**config.mk**
```make
export PLATFORM = sky130hd
export DESIGN_NAME = dc_motor_mode_controller
export DESIGN_NICKNAME = d
export VERILOG_FILES = /design/src/dcmc_pkg.sv /design/src/dcmc_divider.sv /design/src/dc_motor_mode_controller.sv
export SDC_FILE = /design/constraint.sdc
export NUM_CORES = 1
export LEC_CHECK = 0
export BUFFER_PORTS_ARGS = -buffer_cell sky130_fd_sc_hd__clkbuf_2
export CAP_MARGIN = 10
export CELL_PAD_IN_SITES_DETAIL_PLACEMENT = 0
export CELL_PAD_IN_SITES_GLOBAL_PLACEMENT = 1
export CORE_ASPECT_RATIO = 0.9
export CORE_MARGIN = 3
export CORE_UTILIZATION = 40
export DETAILED_ROUTE_END_ITERATION = 7
export PLACE_DENSITY_LB_ADDON = 0.1
export SETUP_SLACK_MARGIN = 0.4
export SYNTH_ARGS = -nofsm -noshare
export SYNTH_HDL_FRONTEND = slang
export SYNTH_SLANG_ARGS = --single-unit
export TNS_END_PERCENT = 20
```
**constraint.sdc**
```tcl
create_clock -name clk -period 13.1 [get_ports clk]
set_clock_uncertainty 0.2 [all_clocks]
set_input_delay 1.965 -clock clk [delete_from_list [all_inputs] [get_ports clk]]
set_output_delay 1.965 -clock clk [all_outputs]
set_load 0.02 [all_outputs]
```
**src/dcmc_pkg.sv**
```systemverilog
`timescale 1ns / 1ps
`default_nettype none

package dcmc_pkg;

  // Field and register widths
  localparam int unsigned SAMPLE_W = 12;
  localparam int unsigned POWER_W  = 4;
  localparam int unsigned CFG_IDX_W = 1;
  localparam int unsigned CFG_DATA_W = 12;
  localparam int unsigned DIV_CNT_W = $clog2(SAMPLE_W);

  // Reset values
  localparam logic [SAMPLE_W-1:0] LIGHT_STEP_RESET = 12'h180;
  localparam logic [POWER_W-1:0]  MAX_POWER_RESET  = 4'd9;
  localparam logic [POWER_W-1:0]  POWER_RESET      = 4'd9;

  // Character codes
  localparam logic [7:0] CHAR_0 = 8'h30;
  localparam logic [7:0] CHAR_9 = 8'h39;
  localparam logic [7:0] CHAR_F = 8'h46;
  localparam logic [7:0] CHAR_R = 8'h52;
  localparam logic [7:0] CHAR_S = 8'h53;

  // Configuration register indexes
  localparam logic [CFG_IDX_W-1:0] CFG_LIGHT_STEP = 1'b0;
  localparam logic [CFG_IDX_W-1:0] CFG_MAX_POWER  = 1'b1;

  typedef enum logic [1:0] {
    OP_CHAR = 2'd0,
    OP_KEY  = 2'd1,
    OP_TICK = 2'd2,
    OP_NONE = 2'd3
  } op_t;

  localparam logic [1:0] KEY_LIGHT = 2'd1;
  localparam logic [1:0] KEY_TIME  = 2'd2;

  localparam logic [1:0] DIR_STOP = 2'd0;
  localparam logic [1:0] DIR_FWD  = 2'd1;
  localparam logic [1:0] DIR_REV  = 2'd2;

  localparam logic [1:0] MODE_MANUAL = 2'd0;
  localparam logic [1:0] MODE_LIGHT  = 2'd1;
  localparam logic [1:0] MODE_TIME   = 2'd2;

  localparam logic [2:0] ST_APPLIED = 3'd0;
  localparam logic [2:0] ST_ALREADY = 3'd1;
  localparam logic [2:0] ST_MODE    = 3'd2;
  localparam logic [2:0] ST_STOPPED = 3'd3;
  localparam logic [2:0] ST_IGNORED = 3'd4;

  typedef enum logic [1:0] {
    SEQ_IDLE,
    SEQ_DIV,
    SEQ_DONE
  } seq_state_t;

  typedef struct packed {
    logic [1:0]          operation;
    logic [7:0]          char_code;
    logic [1:0]          key_code;
    logic [SAMPLE_W-1:0] light_sample;
  } cmd_item_t;

  typedef struct packed {
    logic [1:0]         direction;
    logic [1:0]         mode;
    logic [POWER_W-1:0] power_level;
    logic [POWER_W-1:0] forward_duty;
    logic [POWER_W-1:0] reverse_duty;
    logic               stop_hold;
    logic [2:0]         status;
  } rsp_item_t;

  // Divider status toward the sequencer
  typedef struct packed {
    logic busy;
    logic done;
  } div_stat_t;

endpackage

`default_nettype wire

```
**src/dcmc_divider.sv**
```systemverilog
`timescale 1ns / 1ps
`default_nettype none

// Restoring divider, one quotient bit per cycle
module dcmc_divider (
  input  wire logic                              clk,
  input  wire logic                              rst,
  input  wire logic                              start,
  input  wire logic [dcmc_pkg::SAMPLE_W-1:0]     dividend,
  input  wire logic [dcmc_pkg::SAMPLE_W-1:0]     divisor,
  output dcmc_pkg::div_stat_t                    stat,
  output logic      [dcmc_pkg::SAMPLE_W-1:0]     quotient
);

  logic [dcmc_pkg::SAMPLE_W-1:0]  rem;
  logic [dcmc_pkg::SAMPLE_W-1:0]  quo;
  logic [dcmc_pkg::DIV_CNT_W-1:0] cnt;
  logic                           busy;
  logic                           done;
  logic [dcmc_pkg::SAMPLE_W:0]    trial;

  // Trial subtract of the shifted remainder
  assign trial = {rem, quo[dcmc_pkg::SAMPLE_W-1]} - {1'b0, divisor};

  // Control: run one step per cycle, flag the last
  always_ff @(posedge clk) begin
    if (rst) begin
      busy <= 1'b0;
      done <= 1'b0;
      cnt  <= '0;
    end else begin
      done <= busy && (cnt == '0);
      if (start) begin
        busy <= 1'b1;
        cnt  <= dcmc_pkg::DIV_CNT_W'(dcmc_pkg::SAMPLE_W - 1);
      end else if (busy) begin
        if (cnt == '0) begin
          busy <= 1'b0;
        end else begin
          cnt <= cnt - 1'b1;
        end
      end
    end
  end

  // Datapath: shift in dividend bits, keep the remainder
  always_ff @(posedge clk) begin
    if (start) begin
      rem <= '0;
      quo <= dividend;
    end else if (busy) begin
      if (!trial[dcmc_pkg::SAMPLE_W]) begin
        rem <= trial[dcmc_pkg::SAMPLE_W-1:0];
        quo <= {quo[dcmc_pkg::SAMPLE_W-2:0], 1'b1};
      end else begin
        rem <= {rem[dcmc_pkg::SAMPLE_W-2:0], quo[dcmc_pkg::SAMPLE_W-1]};
        quo <= {quo[dcmc_pkg::SAMPLE_W-2:0], 1'b0};
      end
    end
  end

  assign stat.busy = busy;
  assign stat.done = done;
  assign quotient  = quo;

endmodule

`default_nettype wire

```
**src/dc_motor_mode_controller.sv**
```systemverilog
`timescale 1ns / 1ps
`default_nettype none

// Motor direction, mode and power controller.
// cmd channel (cmd_valid / cmd_stall) takes one item: a serial character, a
// key press or a control tick. rsp channel (rsp_valid / rsp_stall) returns
// one item per command: direction, mode, power level, duty per output, the
// stop-hold flag and a status code.
// cfg channel (cfg_valid / cfg_ready, always ready) writes light_step
// (index 0) and max_power (index 1); write only while no command is open.
// Items that need no division go straight to the done state and load their
// result into the output register once it is free. A light-mode tick with
// nonzero light_step first runs the restoring divider, one quotient bit per
// cycle, and then enters the done state. One command is open at a time:
// cmd_stall is high from acceptance until the result is loaded into the
// output register, so no new command is taken before that.
// When the receiver stalls, the result holds in the output register; the
// next command is still accepted, and its result waits until the register
// frees.
// Reset: stop, manual mode, power 9, ramp rising, light_step 384,
// max_power 9, output register empty.
module dc_motor_mode_controller (
  input  wire logic                                clk,
  input  wire logic                                rst,
  input  wire logic                                cmd_valid,
  output logic                                     cmd_stall,
  input  wire dcmc_pkg::cmd_item_t                 cmd,
  output logic                                     rsp_valid,
  input  wire logic                                rsp_stall,
  output dcmc_pkg::rsp_item_t                      rsp,
  input  wire logic                                cfg_valid,
  output logic                                     cfg_ready,
  input  wire logic [dcmc_pkg::CFG_IDX_W-1:0]      cfg_index,
  input  wire logic [dcmc_pkg::CFG_DATA_W-1:0]     cfg_data
);

  dcmc_pkg::seq_state_t state, state_next;

  logic [dcmc_pkg::SAMPLE_W-1:0] light_step;
  logic [dcmc_pkg::POWER_W-1:0]  max_power;
  logic [1:0]                    motor_direction;
  logic [1:0]                    control_mode;
  logic [dcmc_pkg::POWER_W-1:0]  power_store;
  logic                          ramp_rising;
  dcmc_pkg::cmd_item_t           item;

  logic [1:0]                    direction_next;
  logic [1:0]                    mode_next;
  logic [dcmc_pkg::POWER_W-1:0]  power_next;
  logic                          ramp_next;
  logic                          hold_next;
  logic [2:0]                    status_next;

  logic                          cmd_take;
  logic                          div_start;
  logic                          commit;
  logic                          need_div;
  dcmc_pkg::div_stat_t           div_stat;
  logic [dcmc_pkg::SAMPLE_W-1:0] quotient;

  logic [dcmc_pkg::POWER_W-1:0]  digit_power;
  logic [dcmc_pkg::SAMPLE_W-1:0] light_power;
  logic [dcmc_pkg::POWER_W:0]    ramp_power;
  logic [1:0]                    want_dir;

  assign cfg_ready = 1'b1;
  assign cmd_stall = (state != dcmc_pkg::SEQ_IDLE);
  assign cmd_take  = cmd_valid && !cmd_stall;
  assign commit    = (state == dcmc_pkg::SEQ_DONE) && (!rsp_valid || !rsp_stall);
  assign need_div  = (cmd.operation == dcmc_pkg::OP_TICK) &&
                     (control_mode == dcmc_pkg::MODE_LIGHT) && (light_step != '0);
  assign div_start = cmd_take && need_div;

  dcmc_divider u_div (
    .clk      (clk),
    .rst      (rst),
    .start    (div_start),
    .dividend (cmd.light_sample),
    .divisor  (light_step),
    .stat     (div_stat),
    .quotient (quotient)
  );

  // Sequencer state register
  always_ff @(posedge clk) begin
    if (rst) begin
      state <= dcmc_pkg::SEQ_IDLE;
    end else begin
      state <= state_next;
    end
  end

  // Sequencer next state
  always_comb begin
    state_next = state;
    case (state)
      dcmc_pkg::SEQ_IDLE: begin
        if (cmd_take) begin
          state_next = need_div ? dcmc_pkg::SEQ_DIV : dcmc_pkg::SEQ_DONE;
        end
      end
      dcmc_pkg::SEQ_DIV: begin
        if (div_stat.done) begin
          state_next = dcmc_pkg::SEQ_DONE;
        end
      end
      dcmc_pkg::SEQ_DONE: begin
        if (commit) begin
          state_next = dcmc_pkg::SEQ_IDLE;
        end
      end
      default: state_next = dcmc_pkg::SEQ_IDLE;
    endcase
  end

  // Latch the accepted item
  always_ff @(posedge clk) begin
    if (cmd_take) begin
      item <= cmd;
    end
  end

  // Candidate power levels; the digit level is clamped to max_power here
  always_comb begin
    digit_power = (item.char_code[3:0] > max_power) ? max_power : item.char_code[3:0];
    light_power = (light_step == '0) ? {8'd0, max_power} : quotient;
    ramp_power  = ramp_next ? ({1'b0, power_store} + 1'b1) :
                  ((power_store == '0) ? '0 : ({1'b0, power_store} - 1'b1));
    want_dir    = (item.char_code == dcmc_pkg::CHAR_F) ? dcmc_pkg::DIR_FWD
                                                       : dcmc_pkg::DIR_REV;
  end

  // Decide the step
  always_comb begin
    direction_next = motor_direction;
    mode_next      = control_mode;
    power_next     = power_store;
    ramp_next      = ramp_rising;
    hold_next      = 1'b0;
    status_next    = dcmc_pkg::ST_IGNORED;
    if (power_store >= max_power) begin
      ramp_next = 1'b0;
    end else if (power_store == '0) begin
      ramp_next = 1'b1;
    end
    case (item.operation)
      dcmc_pkg::OP_CHAR: begin
        if (item.char_code inside {[dcmc_pkg::CHAR_0:dcmc_pkg::CHAR_9]}) begin
          if (control_mode != dcmc_pkg::MODE_MANUAL) begin
            status_next = dcmc_pkg::ST_MODE;
          end else if (motor_direction == dcmc_pkg::DIR_STOP) begin
            status_next = dcmc_pkg::ST_STOPPED;
          end else begin
            power_next  = digit_power;
            status_next = dcmc_pkg::ST_APPLIED;
          end
        end else if (item.char_code == dcmc_pkg::CHAR_F ||
                     item.char_code == dcmc_pkg::CHAR_R) begin
          if (motor_direction == want_dir) begin
            status_next = dcmc_pkg::ST_ALREADY;
          end else begin
            hold_next      = (motor_direction != dcmc_pkg::DIR_STOP);
            direction_next = want_dir;
            status_next    = dcmc_pkg::ST_APPLIED;
          end
        end else if (item.char_code == dcmc_pkg::CHAR_S) begin
          if (control_mode != dcmc_pkg::MODE_MANUAL) begin
            status_next = dcmc_pkg::ST_MODE;
          end else if (motor_direction == dcmc_pkg::DIR_STOP) begin
            status_next = dcmc_pkg::ST_ALREADY;
          end else begin
            direction_next = dcmc_pkg::DIR_STOP;
            status_next    = dcmc_pkg::ST_APPLIED;
          end
        end
        ramp_next = ramp_rising;
      end
      dcmc_pkg::OP_KEY: begin
        if (item.key_code == dcmc_pkg::KEY_LIGHT) begin
          mode_next   = (control_mode == dcmc_pkg::MODE_MANUAL) ? dcmc_pkg::MODE_LIGHT
                                                               : dcmc_pkg::MODE_MANUAL;
          status_next = dcmc_pkg::ST_APPLIED;
        end else if (item.key_code == dcmc_pkg::KEY_TIME) begin
          mode_next   = (control_mode == dcmc_pkg::MODE_MANUAL) ? dcmc_pkg::MODE_TIME
                                                               : dcmc_pkg::MODE_MANUAL;
          status_next = dcmc_pkg::ST_APPLIED;
        end
        ramp_next = ramp_rising;
      end
      dcmc_pkg::OP_TICK: begin
        if (control_mode == dcmc_pkg::MODE_LIGHT) begin
          power_next = (light_power > {8'd0, max_power}) ? max_power
                                                         : light_power[dcmc_pkg::POWER_W-1:0];
          ramp_next  = ramp_rising;
        end else if (control_mode == dcmc_pkg::MODE_TIME) begin
          power_next = (ramp_power > {1'b0, max_power}) ? max_power
                                                        : ramp_power[dcmc_pkg::POWER_W-1:0];
        end else begin
          ramp_next = ramp_rising;
        end
        if (control_mode == dcmc_pkg::MODE_LIGHT || control_mode == dcmc_pkg::MODE_TIME) begin
          status_next = dcmc_pkg::ST_APPLIED;
          if (motor_direction == dcmc_pkg::DIR_STOP) begin
            direction_next = dcmc_pkg::DIR_FWD;
          end
        end
      end
      default: begin
        ramp_next = ramp_rising;
      end
    endcase
  end

  // Commit the step and load the output register
  always_ff @(posedge clk) begin
    if (rst) begin
      motor_direction <= dcmc_pkg::DIR_STOP;
      control_mode    <= dcmc_pkg::MODE_MANUAL;
      power_store     <= dcmc_pkg::POWER_RESET;
      ramp_rising     <= 1'b1;
      rsp_valid       <= 1'b0;
    end else begin
      if (commit) begin
        motor_direction <= direction_next;
        control_mode    <= mode_next;
        power_store     <= power_next;
        ramp_rising     <= ramp_next;
        rsp_valid       <= 1'b1;
      end else if (!rsp_stall) begin
        rsp_valid <= 1'b0;
      end
    end
  end

  // Result payload
  always_ff @(posedge clk) begin
    if (commit) begin
      rsp.direction    <= direction_next;
      rsp.mode         <= mode_next;
      rsp.power_level  <= power_next;
      rsp.forward_duty <= (direction_next == dcmc_pkg::DIR_FWD) ? power_next : '0;
      rsp.reverse_duty <= (direction_next == dcmc_pkg::DIR_REV) ? power_next : '0;
      rsp.stop_hold    <= hold_next;
      rsp.status       <= status_next;
    end
  end

  // Configuration registers
  always_ff @(posedge clk) begin
    if (rst) begin
      light_step <= dcmc_pkg::LIGHT_STEP_RESET;
      max_power  <= dcmc_pkg::MAX_POWER_RESET;
    end else if (cfg_valid && cfg_ready) begin
      case (cfg_index)
        dcmc_pkg::CFG_LIGHT_STEP: light_step <= cfg_data;
        dcmc_pkg::CFG_MAX_POWER:  max_power  <= cfg_data[dcmc_pkg::POWER_W-1:0];
        default: ;
      endcase
    end
  end

endmodule

`default_nettype wire

```
==> out/results.ini, run 1 <==
[outcome]
status=finished clean

[cts]
cts_setup_buffers=0
root_buffer=clkbuf_16
path_clk_slew_ns=0.07
cts_tree=yes
holdBufCountCts=0
clkLatencyLatePin_ns=0.35
cts_sinks=90
cts_buffers=9
cts_resized=0
cts_buffer_depth=2
htreeDepth=3

[global_routing]
grt_pass1_wl_um=20600
grt_pass1_vias=4197
antenna_found_initial=0
grt_max_degree=34
gr-total-overflow=0
grt_usage_pct=17.5

[die]
num_io_pins=65
chipWidth_um=128
die_area_mm2=0.0148
coreArea_mm2=0.0129
start_util_pct=41.5
chipHeight_um=116
num_rows=39

[detailed_routing]
routedWlPerCell_um=15.7
postRouteAntennaNets=0
via_count=4319
drc=0
drtPass1Iterations=4
wl_um=12600
avgViaCountPerCell=5.39
drt_iter0_markers=239

[synth]
synthCells=577
yosysTopAreaCell=edfxtp_1
synthesis.nets=657
synthArstFlopShare_pct=0
synth_edf_count=44
yosys_warnings=0
synth_area_mm2=0.00535
synth_top_area_share_pct=24.7
synth-seq-cells=90
avgSynthCellArea_um2=9.27
synth-main-ff-cell=dfxtp_1
synthDistinctLibCells=74
ys_seq_area_share_pct=41.9
synthTopCellsByArea=edfxtp_1 25%, dfxtp_1 17%, ha_1 8.7%

[layout]
areaGrowthSynthToFinish_pct=14.2
seq_area_mm2=0.00224
antenna_cells=0
nets=713
multiInputGateArea_mm2=0.00291
drive_above_1_share_pct=16.9
filler_cell_count=1231
design_area_mm2=0.00611

[critical_path]
path_delay_family=compound AO/OA/AOI/OAI gates
cpPeakStageDelay_ns=0.50
critPathBufInv=1
end_kind=register
crit_chain=inv_1, ha_1, nand2b_1, a2111o_1, a31oi_4, mux2_2, ha_1, nor2b_1, o21a_1, o21a_1, o21a_1, nor4b_2, nor3_2, a211o_1, nor2b_4
start_kind=register
r2r_slack_ns=8.61
cp_max_fo=8
cp_slowest_cell=dfxtp_1
cpMostUsedCell=o21a_1
arrival_ns=4.40
r2r_cells=15
timing.rr.start=power_store[0]
r2r_end=rsp[8]
path_class=reg -> reg
crit_required_ns=13.01

[timing]
hold_viol_final=0
hold_slack_ns=0.273
slew_headroom_pct=40.5
fin_ws_ns=8.61
setup_viol=0
rsz0062_at_grt=false
post-route-period-util_pct=34.3
max_freq_mhz=223
finalSetupTns_ns=0
slew_viol_final=0
worstMarginPinSlew_ns=0.889
finalCriticalPeriod_ns=4.49

[place]
post_dp_cell_area_mm2=0.00582
gp_congestion=0.816
hpwl_um=9220
io_buffer_count=63
dp_slack_ns=8.65

[worst_hold_path]
hp-start=state[1]
min_path_type=reg -> reg
hold_depth=1
holdPathEnd=state[0]

[pwr]
p_leak_nw=2.47
p_per_area_mw_per_mm2=121
fin_total_pwr_w=0.000738
vdd_drop_max_mv=0.0646

[job]
max-cap-violations=0

[cell usage after synthesis, types with 13 or more instances]
cell type	instances
a21oi_1	50
clkbuf_1	18
dfxtp_1	46
edfxtp_1	44
ha_1	37
inv_1	35
mux2i_1	18
nand2_1	92
nand2b_1	13
nand3_1	13
nor2_1	31
o21ai_0	28
[cell usage in the layout, fill, tap and decap left out, drive strengths merged, types with 4 or more instances in the layout]
master  synthesis  routed
a21oi          51      51
o31a            5       5
mux2i          18      18
and2            5       5
edfxtp         44      44
o211ai          6       6
o21a           11      11
or2             4       4
nor2           32      32
clkbuf         18      73
nor4            5       5
o31ai           4       4
nand4           6       6
nor3           12      12
inv            35      37
a31oi           7       7
nand3          13      13
nor3b           5       5
o21ai          31      31
or3             4       4
a211oi          5       5
mux2            6       6
nand2          92      92
nand2b         13      13
xnor2           8       8
nor2b          11      11
ha             37      37
dfxtp          46      46
[metal layers]
metal	routed length (um)	up-vias	GRT usage [%]	part of all wire, %
met5	0	-	0	0
met4	232	0	6.44	1.8
met3	702	19	4.47	5.6
met2	5160	115	25.1	41
met1	6490	2000	25.6	52
li1	-	2185	-	-
[state kept, by name (all words and copies together), names as in the netlist]
| signal | cells |
|---|---|
| rsp | 20 |
| control_mode | 2 |
| ramp_rising | 1 |
| light_step | 12 |
| u_div.quotient | 12 |
| item | 12 |
| rsp_valid | 1 |
| max_power | 4 |
| power_store | 4 |
| motor_direction | 2 |
| u_div.cnt | 4 |
| state | 2 |
| u_div.done | 1 |
| u_div.busy | 1 |
| u_div.rem | 12 |
[worst max path at each step]
| stage | endpoint | cells after the start | startpoint | slack [ns] |
|---|---|---|---|---|
| 2_1_floorplan | rsp[8] | 15 | power_store[0] | 8.98 |
| 3_3_place_gp | rsp[8] | 15 | power_store[0] | 8.71 |
| 3_5_place_dp | rsp[8] | 15 | power_store[0] | 8.65 |
| 4_1_cts | rsp[8] | 15 | power_store[0] | 8.63 |
| 5_1_grt | rsp[8] | 15 | power_store[0] | 8.38 |
| 6_report | rsp[8] | 15 | power_store[0] | 8.61 |
[where the power goes]
part / leakage (nW) / switching, W / internal [W] / total, W
Sequential: 0.792 / 0.0000157 / 0.000311 / 0.000327
Combinational: 1.54 / 0.0000845 / 0.0000646 / 0.000149
Clock: 0.141 / 0.000114 / 0.000148 / 0.000262
[area by class of cell]
type | count | share of cell area, %
inverters | 35 | 2.15
clock buffers | 10 | 3.75
well taps | 164 | 3.36
clock inverters | 6 | 1.06
repair buffers | 65 | 5.41
flip-flops and latches | 90 | 36.7
multi-input cells | 432 | 47.6
[kinds of logic after synthesis]
kind of cell             count (synthesis)  synth area share (%)
AND/OR/NAND/NOR                        218                  21.1
AO/OA/AOI/OAI                          140                  17.3
flip-flops                              90                  41.9
buffers and inverters                   55                  4.00
adder cells (fa/ha/maj)                 38                  9.02
multiplexers                            24                  4.63
XOR/XNOR                                11                  1.94
other                                    1                0.0701
[per-stage QoR]
| stage | instances | utilization [%] |
|---|---|---|
| CTS | 802 | 47.4 |
| finish | 802 | 47.4 |
| detailed placement | 786 | 45.1 |
| floorplan | 577 | - |
| global placement | 786 | 45.1 |
| global route | 802 | 47.4 |
No activity file was read; power rests on OpenSTA's default activity.
==> run 2: changes to the inputs <==
clock period = 3.9 ns   (was 13.1 ns; I/O delays follow)
==> run 2 against run 1 <==
Compared with the run above: core utilization up 2.8 points; combinational power rose to 3.8 times the previous value; power rose to 3.4 times the previous value; hold slack got worse by 0.060 ns; critical endpoint unchanged; cell area rose by 5.8%.
==> out/results.ini, run 2 (synthesis gave the netlist of run 1 again) <==
[timing]
finalCriticalPeriod_ns=3.84
setup_viol=0
post-route-period-util_pct=98.6
fin_ws_ns=0.0554
rsz0062_at_grt=true
slew_headroom_pct=40.5
hold_viol_final=0
hold_slack_ns=0.213
slew_viol_final=0
worstMarginPinSlew_ns=0.889
max_freq_mhz=260

[place]
hpwl_um=9620
dp_slack_ns=-0.0760
io_buffer_count=63
gp_congestion=0.886

[layout]
nets=744
areaGrowthSynthToFinish_pct=20.8
antenna_cells=0
post-route-util_pct=50.2
top_register=rsp
drive_above_1_share_pct=22.9
most-common-layout-cells=92 x nand2_1, 63 x clkbuf_2, 49 x a21oi_1
layout_commonest_cell=nand2_1
largest_register_ffs=20

[critical_path]
timing.rr.start=power_store[0]
cpPeakStageDelay_ns=0.41
r2r_cells=15
start_kind=register
cpMostUsedCell=o21a_1
r2r_end=rsp[8]
arrival_ns=3.74
r2r_slack_ns=0.06
crit_chain=inv_4, ha_4, nand2b_4, a2111o_1, a31oi_4, mux2_4, ha_4, nor2b_1, o21a_1, o21a_1, o21a_1, nor4b_2, nor3_2, a211o_1, nor2b_4
path_class=reg -> reg
cp_slowest_cell=a2111o_1
crit_required_ns=3.80
end_kind=register
cp_max_fo=4

[die]
num_io_pins=65
chipWidth_um=128
chipHeight_um=116
coreArea_mm2=0.0129
die_area_mm2=0.0148
num_rows=39
start_util_pct=41.5

[global_routing]
grt_usage_pct=18.3
grt_pass1_wl_um=21500
antenna_found_initial=0
gr-total-overflow=0
grt_pass1_vias=4222
grt_max_degree=30

[pwr]
p_leak_nw=2.63
vdd_drop_max_mv=0.266
p_per_area_mw_per_mm2=390

[detailed_routing]
via_count=4400
drc=0
postRouteAntennaNets=0
avgViaCountPerCell=5.28
drtPass1Iterations=5
routedWlPerCell_um=15.6
wl_um=13000
drt_iter0_markers=232

[cts]
root_buffer=clkbuf_16
cts_sinks=90
clkLatencyLatePin_ns=0.35
cts_buffer_depth=2
htreeDepth=3
cts_buffers=9
holdBufCountCts=0
path_clk_slew_ns=0.06
cts_tree=yes

[worst_hold_path]
holdPathEnd=item[20]
min_path_type=in -> reg
hold_depth=1
hp-start=cmd[20]

[job]
max-cap-violations=0

[outcome]
status=finished clean

-- run 2: cell count changes in the layout (fill, tap and decap cells not counted), moves of 3 or more --
cell     previous run  this run
buf_4               2        31
ha_1               37        33
dfxtp_1            46        43
ha_4                0         3
-- run 2: cell type report --
class                   count  area, um2
inverters                  35        134
clock buffers              11        233
fillers                  1243       6420
clock inverters             5       55.1
flip-flops and latches     90       2250
multi-input cells         432       3010
repair buffers             96        579
well taps                 164        205
-- run 2: how the worst max path moves through the flow --
| stage | start | to | slack (ns) | cells after the start |
|---|---|---|---|---|
| 2_1_floorplan | power_store[0] | rsp[8] | -0.01 | 15 |
| 4_1_cts | power_store[0] | rsp[8] | -0.008 | 15 |
| 3_5_place_dp | power_store[0] | rsp[8] | -0.08 | 15 |
| 6_report | power_store[0] | rsp[8] | 0.06 | 15 |
| 5_1_grt | power_store[0] | rsp[8] | -0.10 | 15 |
| 3_3_place_gp | power_store[0] | rsp[8] | -0.01 | 15 |
-- run 2: worst max-delay path: cells and delay by family, from the launching register on --
kind	cells	cell delay [ns]
DFF	1	0.36
adders and majority gates	2	0.44
buffers and inverters	1	0.04
and+or+nand+nor	5	0.74
muxes	1	0.35
AOI/OAI and AO/OA	6	1.45
-- run 2: through the flow --
step / cell area (um2) / cells / power [W] / setup TNS [ns]
floorplan: 5380 / 577 / 0.00149 / -0.0246
global placement: 6040 / 811 / 0.00164 / -0.0261
detailed placement: 6040 / 811 / 0.00165 / -0.248
CTS: 6430 / 831 / 0.00254 / -0.0153
global route: 6460 / 833 / 0.00266 / -0.350
finish: 6460 / 833 / 0.00252 / 0
-- run 2: power breakdown --
group | switching [W] | leakage (nW) | internal (W)
sequential | 0.0000423 | 0.792 | 0.00104
clock | 0.000369 | 0.137 | 0.000495
combinational | 0.000308 | 1.70 | 0.000263
-- run 2: metal layers --
metal	vias to the layer above	global-route usage (%)	part of all wire [%]
li1	2246	-	-
met1	2036	27.6	52
met2	103	26.1	41
met3	15	4.24	5.0
met4	0	5.23	1.4
met5	-	0	0
-- run 2: what timing repair did --
action / CTS / global route
hold endpoints to repair: 0 / 0
endpoints found under the setup margin: 16 / 16
pin swaps: 17 / 10
gates resized for setup: 11 / 5
buffers inserted: 4 / 2
